[src/rtl/core/itaf_pkg.sv]
// Package for the integer to ASCII formatter: payload structs, mode codes,
// sequencer states, character constants and the digit-to-character function.
// No dependencies.
`timescale 1ns / 1ps

package itaf_pkg;

  typedef enum logic [1:0] {
    MODE_DEC = 2'd0,
    MODE_BIN = 2'd1,
    MODE_HEX = 2'd2,
    MODE_USD = 2'd3
  } mode_t;

  typedef struct packed {
    logic signed [31:0] value;
    mode_t              mode;
  } item_t;

  typedef struct packed {
    logic [6:0] text_char;
    logic       last_char;
  } result_t;

  typedef enum logic [3:0] {
    S_IDLE,
    S_CONV,
    S_LOAD,
    S_SIGN,
    S_LEAD,
    S_PFX,
    S_SKIP,
    S_DIGIT,
    S_DOT
  } state_t;

  localparam int MAG_W     = 32;
  localparam int BCD_DIGS  = 10;
  localparam int BCD_W     = 4 * BCD_DIGS;
  localparam int CNT_W     = 6;

  localparam logic [CNT_W-1:0] NDIG_DEC  = CNT_W'(BCD_DIGS);
  localparam logic [CNT_W-1:0] NDIG_HEX  = CNT_W'(MAG_W / 4);
  localparam logic [CNT_W-1:0] NDIG_BIN  = CNT_W'(MAG_W);
  // dollar text keeps at least one unit digit and two cent digits
  localparam logic [CNT_W-1:0] KEEP_USD  = CNT_W'(3);
  localparam logic [CNT_W-1:0] KEEP_STD  = CNT_W'(1);

  localparam logic [6:0] CH_ZERO   = 7'h30;
  localparam logic [6:0] CH_LOWA   = 7'h61;
  localparam logic [6:0] CH_MINUS  = 7'h2d;
  localparam logic [6:0] CH_B      = 7'h62;
  localparam logic [6:0] CH_X      = 7'h78;
  localparam logic [6:0] CH_DOLLAR = 7'h24;
  localparam logic [6:0] CH_DOT    = 7'h2e;

  function automatic logic [6:0] digit_char(input logic [3:0] d);
    logic [6:0] r;
    if (d <= 4'd9) begin
      r = CH_ZERO + {3'b000, d};
    end else begin
      r = CH_LOWA + {3'b000, d} - 7'd10;
    end
    return r;
  endfunction

endpackage

[src/rtl/core/itaf_bcd_conv.sv]
// Shift-and-add-3 binary to BCD converter, one input bit per step.
// Depends on itaf_pkg for widths.
`timescale 1ns / 1ps

module itaf_bcd_conv (
  input  logic                          clk,
  input  logic                          load,
  input  logic                          step,
  input  logic [itaf_pkg::MAG_W-1:0]    bin_in,
  output logic [itaf_pkg::BCD_W-1:0]    bcd
);

  logic [itaf_pkg::MAG_W-1:0] bin;
  logic [itaf_pkg::BCD_W-1:0] adj;

  // each decade is corrected independently before the shift
  always_comb begin
    for (int i = 0; i < itaf_pkg::BCD_DIGS; i++) begin
      if (bcd[4*i +: 4] >= 4'd5) begin
        adj[4*i +: 4] = bcd[4*i +: 4] + 4'd3;
      end else begin
        adj[4*i +: 4] = bcd[4*i +: 4];
      end
    end
  end

  always_ff @(posedge clk) begin
    if (load) begin
      bin <= bin_in;
      bcd <= '0;
    end else if (step) begin
      bin <= {bin[itaf_pkg::MAG_W-2:0], 1'b0};
      bcd <= {adj[itaf_pkg::BCD_W-2:0], bin[itaf_pkg::MAG_W-1]};
    end
  end

endmodule

[src/rtl/core/integer_to_ascii_formatter_top.sv]
// Integer to ASCII formatter: sequencer, digit shift register and output stage.
// Depends on itaf_pkg and itaf_bcd_conv.
//
//   port     dir  type      handshake
//   item     in   item_t    transfer when start & !busy
//   result   out  result_t  transfer on each cycle strobe is high
//
// Binary and hex pass through load, lead and prefix states, then skip leading zero
// digits before the characters. Dollars and decimal first run the BCD pass, one
// input bit per cycle through the shared add-3 unit; decimal's lead state sends nothing.
// Negative dollars take longest. busy is high from the transfer until the last
// character has been sent. Reset is synchronous and returns the sequencer to idle.
// Results are shown for a single cycle; the receiver cannot stall them.
`timescale 1ns / 1ps

module integer_to_ascii_formatter_top (
  input  logic              clk,
  input  logic              rst,
  input  logic              start,
  input  itaf_pkg::item_t   item,
  output logic              busy,
  output logic              strobe,
  output itaf_pkg::result_t result
);

  itaf_pkg::state_t state, state_next;

  itaf_pkg::mode_t                  mode;
  logic                             neg;
  logic [itaf_pkg::MAG_W-1:0]       mag;
  logic [itaf_pkg::BCD_W-1:0]       digits;
  logic [itaf_pkg::CNT_W-1:0]       ndig;
  logic [4:0]                       cnt;
  logic [itaf_pkg::BCD_W-1:0]       bcd;

  logic                             accept;
  logic                             is_bin;
  logic [3:0]                       top_dig;
  logic [itaf_pkg::CNT_W-1:0]       keep;
  logic [itaf_pkg::MAG_W-1:0]       raw;
  logic                             emit;
  logic [6:0]                       emit_char;
  logic                             emit_last;

  assign accept  = start && !busy;
  assign busy    = (state != itaf_pkg::S_IDLE);
  assign is_bin  = (mode == itaf_pkg::MODE_BIN);
  assign top_dig = is_bin ? {3'b000, digits[itaf_pkg::BCD_W-1]}
                          : digits[itaf_pkg::BCD_W-1 -: 4];
  assign keep    = (mode == itaf_pkg::MODE_USD) ? itaf_pkg::KEEP_USD : itaf_pkg::KEEP_STD;
  assign raw     = item.value;

  itaf_bcd_conv u_conv (
    .clk    (clk),
    .load   (accept),
    .step   (state == itaf_pkg::S_CONV),
    .bin_in (raw[31] ? (~raw + 32'd1) : raw),
    .bcd    (bcd)
  );

  always_ff @(posedge clk) begin
    if (rst) begin
      state <= itaf_pkg::S_IDLE;
    end else begin
      state <= state_next;
    end
  end

  always_comb begin
    state_next = state;
    emit       = 1'b0;
    emit_char  = itaf_pkg::CH_ZERO;
    emit_last  = 1'b0;
    unique case (state)
      itaf_pkg::S_IDLE: begin
        if (accept) begin
          if (item.mode == itaf_pkg::MODE_DEC || item.mode == itaf_pkg::MODE_USD) begin
            state_next = itaf_pkg::S_CONV;
          end else begin
            state_next = itaf_pkg::S_LOAD;
          end
        end
      end
      itaf_pkg::S_CONV: begin
        if (cnt == 5'd0) begin
          state_next = itaf_pkg::S_LOAD;
        end
      end
      itaf_pkg::S_LOAD: begin
        state_next = neg ? itaf_pkg::S_SIGN : itaf_pkg::S_LEAD;
      end
      itaf_pkg::S_SIGN: begin
        emit       = 1'b1;
        emit_char  = itaf_pkg::CH_MINUS;
        state_next = itaf_pkg::S_LEAD;
      end
      itaf_pkg::S_LEAD: begin
        unique case (mode)
          itaf_pkg::MODE_DEC: begin
            state_next = itaf_pkg::S_SKIP;
          end
          itaf_pkg::MODE_USD: begin
            emit       = 1'b1;
            emit_char  = itaf_pkg::CH_DOLLAR;
            state_next = itaf_pkg::S_SKIP;
          end
          default: begin
            emit       = 1'b1;
            emit_char  = itaf_pkg::CH_ZERO;
            state_next = itaf_pkg::S_PFX;
          end
        endcase
      end
      itaf_pkg::S_PFX: begin
        emit       = 1'b1;
        emit_char  = is_bin ? itaf_pkg::CH_B : itaf_pkg::CH_X;
        state_next = itaf_pkg::S_SKIP;
      end
      itaf_pkg::S_SKIP: begin
        if (!(top_dig == 4'd0 && ndig > keep)) begin
          state_next = itaf_pkg::S_DIGIT;
        end
      end
      itaf_pkg::S_DIGIT: begin
        emit      = 1'b1;
        emit_char = itaf_pkg::digit_char(top_dig);
        emit_last = (ndig == itaf_pkg::CNT_W'(1));
        if (ndig == itaf_pkg::CNT_W'(1)) begin
          state_next = itaf_pkg::S_IDLE;
        end else if (mode == itaf_pkg::MODE_USD && ndig == itaf_pkg::KEEP_USD) begin
          state_next = itaf_pkg::S_DOT;
        end
      end
      itaf_pkg::S_DOT: begin
        emit       = 1'b1;
        emit_char  = itaf_pkg::CH_DOT;
        state_next = itaf_pkg::S_DIGIT;
      end
      default: begin
        state_next = itaf_pkg::S_IDLE;
      end
    endcase
  end

  // datapath registers
  always_ff @(posedge clk) begin
    if (accept) begin
      mode <= item.mode;
      neg  <= raw[31];
      mag  <= raw[31] ? (~raw + 32'd1) : raw;
      cnt  <= 5'd31;
    end else if (state == itaf_pkg::S_CONV) begin
      cnt <= cnt - 5'd1;
    end

    if (state == itaf_pkg::S_LOAD) begin
      unique case (mode)
        itaf_pkg::MODE_BIN: begin
          digits <= {mag, 8'h00};
          ndig   <= itaf_pkg::NDIG_BIN;
        end
        itaf_pkg::MODE_HEX: begin
          digits <= {mag, 8'h00};
          ndig   <= itaf_pkg::NDIG_HEX;
        end
        default: begin
          digits <= bcd;
          ndig   <= itaf_pkg::NDIG_DEC;
        end
      endcase
    end else if ((state == itaf_pkg::S_SKIP && top_dig == 4'd0 && ndig > keep)
                 || state == itaf_pkg::S_DIGIT) begin
      digits <= is_bin ? {digits[itaf_pkg::BCD_W-2:0], 1'b0}
                       : {digits[itaf_pkg::BCD_W-5:0], 4'h0};
      ndig   <= ndig - itaf_pkg::CNT_W'(1);
    end
  end

  // output stage
  always_ff @(posedge clk) begin
    if (rst) begin
      strobe <= 1'b0;
    end else begin
      strobe <= emit;
    end
  end

  always_ff @(posedge clk) begin
    result.text_char <= emit_char;
    result.last_char <= emit_last;
  end

`ifndef ASSERT_OFF
  a_strobe_busy: assert property (@(posedge clk) disable iff (rst)
    strobe |-> $past(state) != itaf_pkg::S_IDLE)
    else $error("character sent without an item in progress");

  a_last_idle: assert property (@(posedge clk) disable iff (rst)
    (strobe && result.last_char) |-> state == itaf_pkg::S_IDLE)
    else $error("last character sent while sequencer still active");

  a_digit_count: assert property (@(posedge clk) disable iff (rst)
    (state == itaf_pkg::S_DIGIT || state == itaf_pkg::S_DOT) |-> ndig != '0)
    else $error("digit state entered with no digits left");

  a_dot_place: assert property (@(posedge clk) disable iff (rst)
    (state == itaf_pkg::S_DOT) |-> (mode == itaf_pkg::MODE_USD &&
                                   ndig == itaf_pkg::CNT_W'(2)))
    else $error("decimal point out of place");
`endif

endmodule
[config.mk]
export PLATFORM = sky130hd
export DESIGN_NAME = integer_to_ascii_formatter_top
export DESIGN_NICKNAME = d
export VERILOG_FILES = /design/src/rtl/core/itaf_pkg.sv /design/src/rtl/core/itaf_bcd_conv.sv /design/src/rtl/core/integer_to_ascii_formatter_top.sv
export SDC_FILE = /design/constraint.sdc
export NUM_CORES = 1
export LEC_CHECK = 0
export BUFFER_PORTS_ARGS = -buffer_cell sky130_fd_sc_hd__buf_2
export CAP_MARGIN = 20
export CORE_MARGIN = 1.5
export CORE_UTILIZATION = 49
export DETAILED_ROUTE_END_ITERATION = 10
export PLACE_DENSITY = 0.77
export SETUP_SLACK_MARGIN = 0.4
export SLEW_MARGIN = 10
export SYNTH_ARGS = -nofsm -noshare
export SYNTH_HDL_FRONTEND = slang
export SYNTH_HIERARCHICAL = 1
export SYNTH_SLANG_ARGS = --single-unit
[constraint.sdc]
create_clock -name clk -period 3.4 [get_ports clk]
set_input_delay 0.17 -clock clk [delete_from_list [all_inputs] [get_ports clk]]
set_output_delay 0.17 -clock clk [all_outputs]
set_load 0.01 [all_outputs]
# --- After elaboration in Yosys (flattened, before gate mapping) ---
# Index checks and enable logic that the tools add are counted.
word_totals:
  elab_cells: 116
  inputBits: 37
  ff_bits: 171
classes:
  order_cmp: 12
  n_addsub: 16
  n_reduce_logical: 20
  bitwise_logic: 1
  mux: 37
  eq_ne: 18
ops:
  columns: ["op", "count"]
  rows:
  - ["$mux 40", 4]
  - ["$mux 32", 3]
  - ["$mux 4", 15]
  - ["$ge 4x3->1 const B", 10]
  - ["$add 4x2->4 const B", 9]
  - ["$pmux 4 s9", 1]
  - ["$pmux 7 s5", 1]
  - ["$add 32x1->32 const B", 1]
  - ["$not 32->32", 1]
  - ["$eq 4x3->1 const B", 4]
  - ["$mux 6", 2]
  - ["$pmux 6 s2", 1]
  - ["$mux 5", 2]
  - ["$eq 4x2->1 const B", 2]
  - ["$logic_not 4->1", 2]
  - ["$add 6x4->7 const A", 1]
  - ["$add 6x5->7 const A", 1]
  - ["$mux 7", 1]
  - ["$sub 7x4->7 const B", 1]
  - ["$eq 2x2->1 const B", 3]
  - ["$eq 6x1->1 const B", 1]
  - ["$eq 6x2->1 const B", 1]
  - ["$gt 6x2->1", 1]
  - ["$mux 2", 3]
  - ["other kinds (22)", 33]

# --- Longest topological paths before layout ---
logic_depth:
  word_depth: 8
  depth_mapped: 10
  ltp_nobuf: 9

# --- Hierarchy ---
# Netlist, hierarchy kept.
modules_own_cells:
  columns: ["mod", "area_each_um2", "cells_per_inst", "n_inst", "seq_area_each_um2"]
  rows:
  - ["integer_to_ascii_formatter_top", 5716.7, 526, 1, 2792.7]
  - ["itaf_bcd_conv", 3788.6, 374, 1, 1761.7]

# --- Worst setup path before layout ---
# Ideal clock, no wire load.
synth_timing:
  kind: "register to register"
  from: "register state[2]"
  to: "register u_conv/bin[0] in the netlist's numbering, enable pin"
  setup_ns: 0.375
  required_time_ns: 3.025
  synth_period_minus_slack_ns: 3.080
  path_stages_with_launch: 8
  n_path_buf: 3
  arrival_ns: 2.705
  slack_ns: 0.320
  path_cell_list: "dfxtp_1 clkbuf_1 nor2_1 nand3_1 inv_1 buf_2 clkbuf_1 or2_2"
synth_via:
  elab_chain_cells: 4
synth_rtl:
  columns: ["element", "line", "rtl"]
  rows:
  - ["start: declaration", "integer_to_ascii_formatter_top.sv:26", "itaf_pkg::state_t state, state_next;"]
  - ["start signal: assignment", "integer_to_ascii_formatter_top.sv:63", "state <= itaf_pkg::S_IDLE;"]
  - ["start signal: assignment", "integer_to_ascii_formatter_top.sv:65", "state <= state_next;"]
  - ["$reduce_bool 4->1", "integer_to_ascii_formatter_top.sv:46", "assign busy = (state != itaf_pkg::S_IDLE);"]
  - ["$logic_not 1->1", "integer_to_ascii_formatter_top.sv:45", "assign accept = start && !busy;"]
  - ["$logic_and 1x1->1", "integer_to_ascii_formatter_top.sv:45", null]
  - ["net accept", "integer_to_ascii_formatter_top.sv:36", "logic accept;"]
  - ["$reduce_bool 2->1 (no line)", null, null]
  - ["end signal: assignment", "itaf_bcd_conv.sv:29", "bin <= bin_in;"]
  - ["end signal: assignment", "itaf_bcd_conv.sv:32", "bin <= {bin[itaf_pkg::MAG_W-2:0], 1'b0};"]
  - ["end: declaration", "itaf_bcd_conv.sv:13", "logic [itaf_pkg::MAG_W-1:0] bin;"]
# The timed path passes the listed nets, and every way through them passes these cells.
# A chain may end at the register's enable or synchronous reset.

# --- Worst setup path in the final report ---
layout_timing:
  from: "register mode[1]"
  to: "register digits[38] in the netlist's numbering, enable pin"
layout_via:
  elab_chain_cells: 7
layout_rtl:
  columns: ["element", "line", "rtl"]
  rows:
  - ["start: declaration", "integer_to_ascii_formatter_top.sv:28", "itaf_pkg::mode_t mode;"]
  - ["start signal: assignment", "integer_to_ascii_formatter_top.sv:148", "mode <= item.mode;"]
  - ["branches (longest 4 deep; another with $gt 6x2->1)", null, null]
  - ["$logic_and 1x1->1 *", "integer_to_ascii_formatter_top.sv:171", "end else if ((state == itaf_pkg::S_SKIP && top_dig == 4'd0 && ndig > keep)"]
  - ["$logic_or 1x1->1 *", "integer_to_ascii_formatter_top.sv:172", "|| state == itaf_pkg::S_DIGIT) begin"]
  - ["$reduce_bool 2->1 (no line) *", null, null]
  - ["end signal: assignment", "integer_to_ascii_formatter_top.sv:159", "digits <= {mag, 8'h00};"]
  - ["end signal: assignment", "integer_to_ascii_formatter_top.sv:163", "digits <= {mag, 8'h00};"]
  - ["end signal: assignment", "integer_to_ascii_formatter_top.sv:173", "digits <= is_bin ? {digits[itaf_pkg::BCD_W-2:0], 1'b0}"]
  - ["end: declaration", "integer_to_ascii_formatter_top.sv:31", "logic [itaf_pkg::BCD_W-1:0] digits;"]
# Mark *: on every way between the ends.

==> metrics <==
TNS Setup=0 ns; Crit Path Class=flop to flop; ys flop type=edfxtp_1; Setup Buffers After CTS=0; grt total ovfl=0; Logic pwr share=38.4%; die height=142 microns; syn avg cell area=10.6 sq um; Yosys top cell by area=edfxtp_1; Via density=5.75; max_cap viols=0; drt initial violations=577; GR Util All Layers=19.3%; Max clock buf depth=2; ANT nets after route=0; P&R area growth vs syn=10.8%; Die W=142 microns; via count=6,896; VDD IR max=464 uV; Syn Inst Count=900; switch share=38.3%; Unique masters post-synth=70; Worst-Margin Slew=0.838 ns; layout cells sized above 1=17.0%; most common cell after layout, fill and taps aside=edfxtp_1; synth top area cells=edfxtp_1 (36%), dfxtp_1 (12%), ha_1 (4.3%); status=completed; setup slack at placement=0.676 ns; post-synth top area share=35.7%; Seq/Total Area, Yosys=47.9%; CTS tree=built; Final HPWL DP=12,600 microns; initial antenna violation count=0; H-tree depth=4; Clock Root Buffer=clkbuf_16; FF+latch count, synth=171; post-CTS sizing=0; Syn. warnings=6; Net Sw Power=3530 uW; Critical path origin=mode[1]; wire per inst=16.0 microns; Power Density=874 mW/mm^2; Clock Skews=0.0126 ns; total clock sinks=171; Post-synth EDFFs=113; DRC=0; Worst R2R Start=mode[1]; clock power share=20.2%; dpl cells=1,163; Req. time, crit path=3.51 ns; Crit. End Element=flop; unrepaired setup endpoints after global routing=no; Final period util=79.4%; Ant. Diodes=0; Mapped Nets=970; post-layout min period=2.70 ns; slew margin rel.=44.1%; Hold Fails Final Rpt=0; Max FO, Critical Path=27; fin nets=996; Flop pwr share=41.4%; Setup WS post-layout=0.700 ns; Finished Layout Cells=1,199; Ports=47; Total Wirelength=19,200 microns; hold crit path type=primary input to flop; Pre-Repair DR Iteration Count=5; first-pass GRT wire length=31,100 microns; PortBufs=46; most frequent cells in the layout=edfxtp_1 (113), a21oi_1 (76), dfxtp_1 (58); Worst Path Arrival=2.81 ns; row cnt=50; ys async rst share=0%; leak pwr=0.00364 uW; Peak Freq=370 MHz; routability-driven placement congestion ratio=0.832; clk slew on worst S/H paths=0.07 ns; post-synthesis instance area=0.00951 sq mm; largest net degree at the start of global routing=116; later-pin clock latency in the skew report=0.44 ns; Core ar.=0.0189 sq mm; CTS Buf Count=17; hold_ws=0.0798 ns; via count of the first global-routing pass=6,300; Worst Setup Start Kind=flop; setup violators final=0; hold path start=item[32]; die area=0.0202 sq mm; P_int=5680 uW; Max Slew Vio Count=0; initial core utilization=50.3%
## metrics by stage
stage	cell area (sq um)	total power (uW)	util (%)
after floorplan	9510	6480	-
after global placement	9930	7220	52.6
after detailed placement	9930	7310	52.6
after CTS	10500	9200	55.8
after global routing	10500	9790	55.8
final	10500	9210	55.8
## synth_stat cells, types with 4 or more instances
cell type and count:
dfxtp_1 58, o31ai_1 9, or4b_1 7, edfxtp_1 113
or3_1 11, nor2_1 34, clkbuf_1 33, inv_1 48
o21ai_0 41, buf_4 4, o22a_2 6, mux2_2 32
a31oi_1 4, nor3_1 15, buf_2 11, nand2b_1 14
ha_1 33, a21o_1 4, nand2_1 44, a211oi_1 36
o32ai_1 9, nand4b_1 5, xor2_1 4, a21bo_2 7
nand3b_1 9, xnor2_1 33, nand4_1 8, o211ai_1 5
a21oi_1 76, mux2i_1 39, nor2b_1 39, or4_1 4
nand3_1 12, buf_1 6, o22ai_1 8, o21ai_1 18
and3_1 4, o311ai_0 4, nor4_1 7, a311oi_2 6
## layout make-up
cell class                 count  area [sq um]
clock buffer                  17           425
multi-input combinational    625          4530
inverter                      49           188
tap                          260           325
fill                        1578          8360
timing repair buffer          62           373
clock inverter                15           136
sequential                   171          4550
## cell families after synthesis
group | Yosys count | synth area share (%)
compound gates | 252 | 18.0
xor+xnor | 37 | 3.41
fa+ha+maj | 33 | 4.34
buf+inv | 104 | 4.49
flops | 171 | 47.9
mux | 71 | 7.90
simple gates | 232 | 14.0
## power by group through the flow
stage	logic (uW)	registers, uW	clock network, uW
floorplan	2840	3630	0
global placement	3390	3820	0
detailed placement	3470	3840	0
CTS	3500	3800	1890
global route	3910	3900	1980
finish	3530	3810	1860
## critical path: stages (launching register included)
cell      delay [ns]
edfxtp_1        0.42
inv_1           0.14
ha_1            0.20
mux2i_1         0.28
and4_1          0.24
and3_1          0.18
or3_2           0.52
buf_4           0.39
## state kept, by name, summed over array words and instances, names as in the netlist
register / cells
cnt: 5
digits: 40
mag: 32
mode: 2
ndig: 6
neg: 1
result: 8
state: 4
strobe: 1
u_conv/bcd: 40
u_conv/bin: 32
## path summary, 6_finish.rpt
kind               endpoint  slack (ns)  depth (start not counted)
max reg2reg      digits[38]        0.70                          7
min                 mag[30]        0.08                          2
max              digits[38]        0.70                          7
min reg2reg  u_conv/bcd[39]        0.49                          2
## metal layers
metal | GRT usage [%] | wire, microns
met1 | 28.1 | 9420
met2 | 29.6 | 8580
met5 | 0 | 0
met3 | 3.47 | 1040
met4 | 5.10 | 172
## what timing repair did
| action | CTS | global route |
|---|---|---|
| hold endpoints to repair | 5 | 0 |
| endpoints found under the setup margin | 0 | 0 |
| hold buffers | 4 | 0 |
No activity file was read; power rests on OpenSTA's default activity.
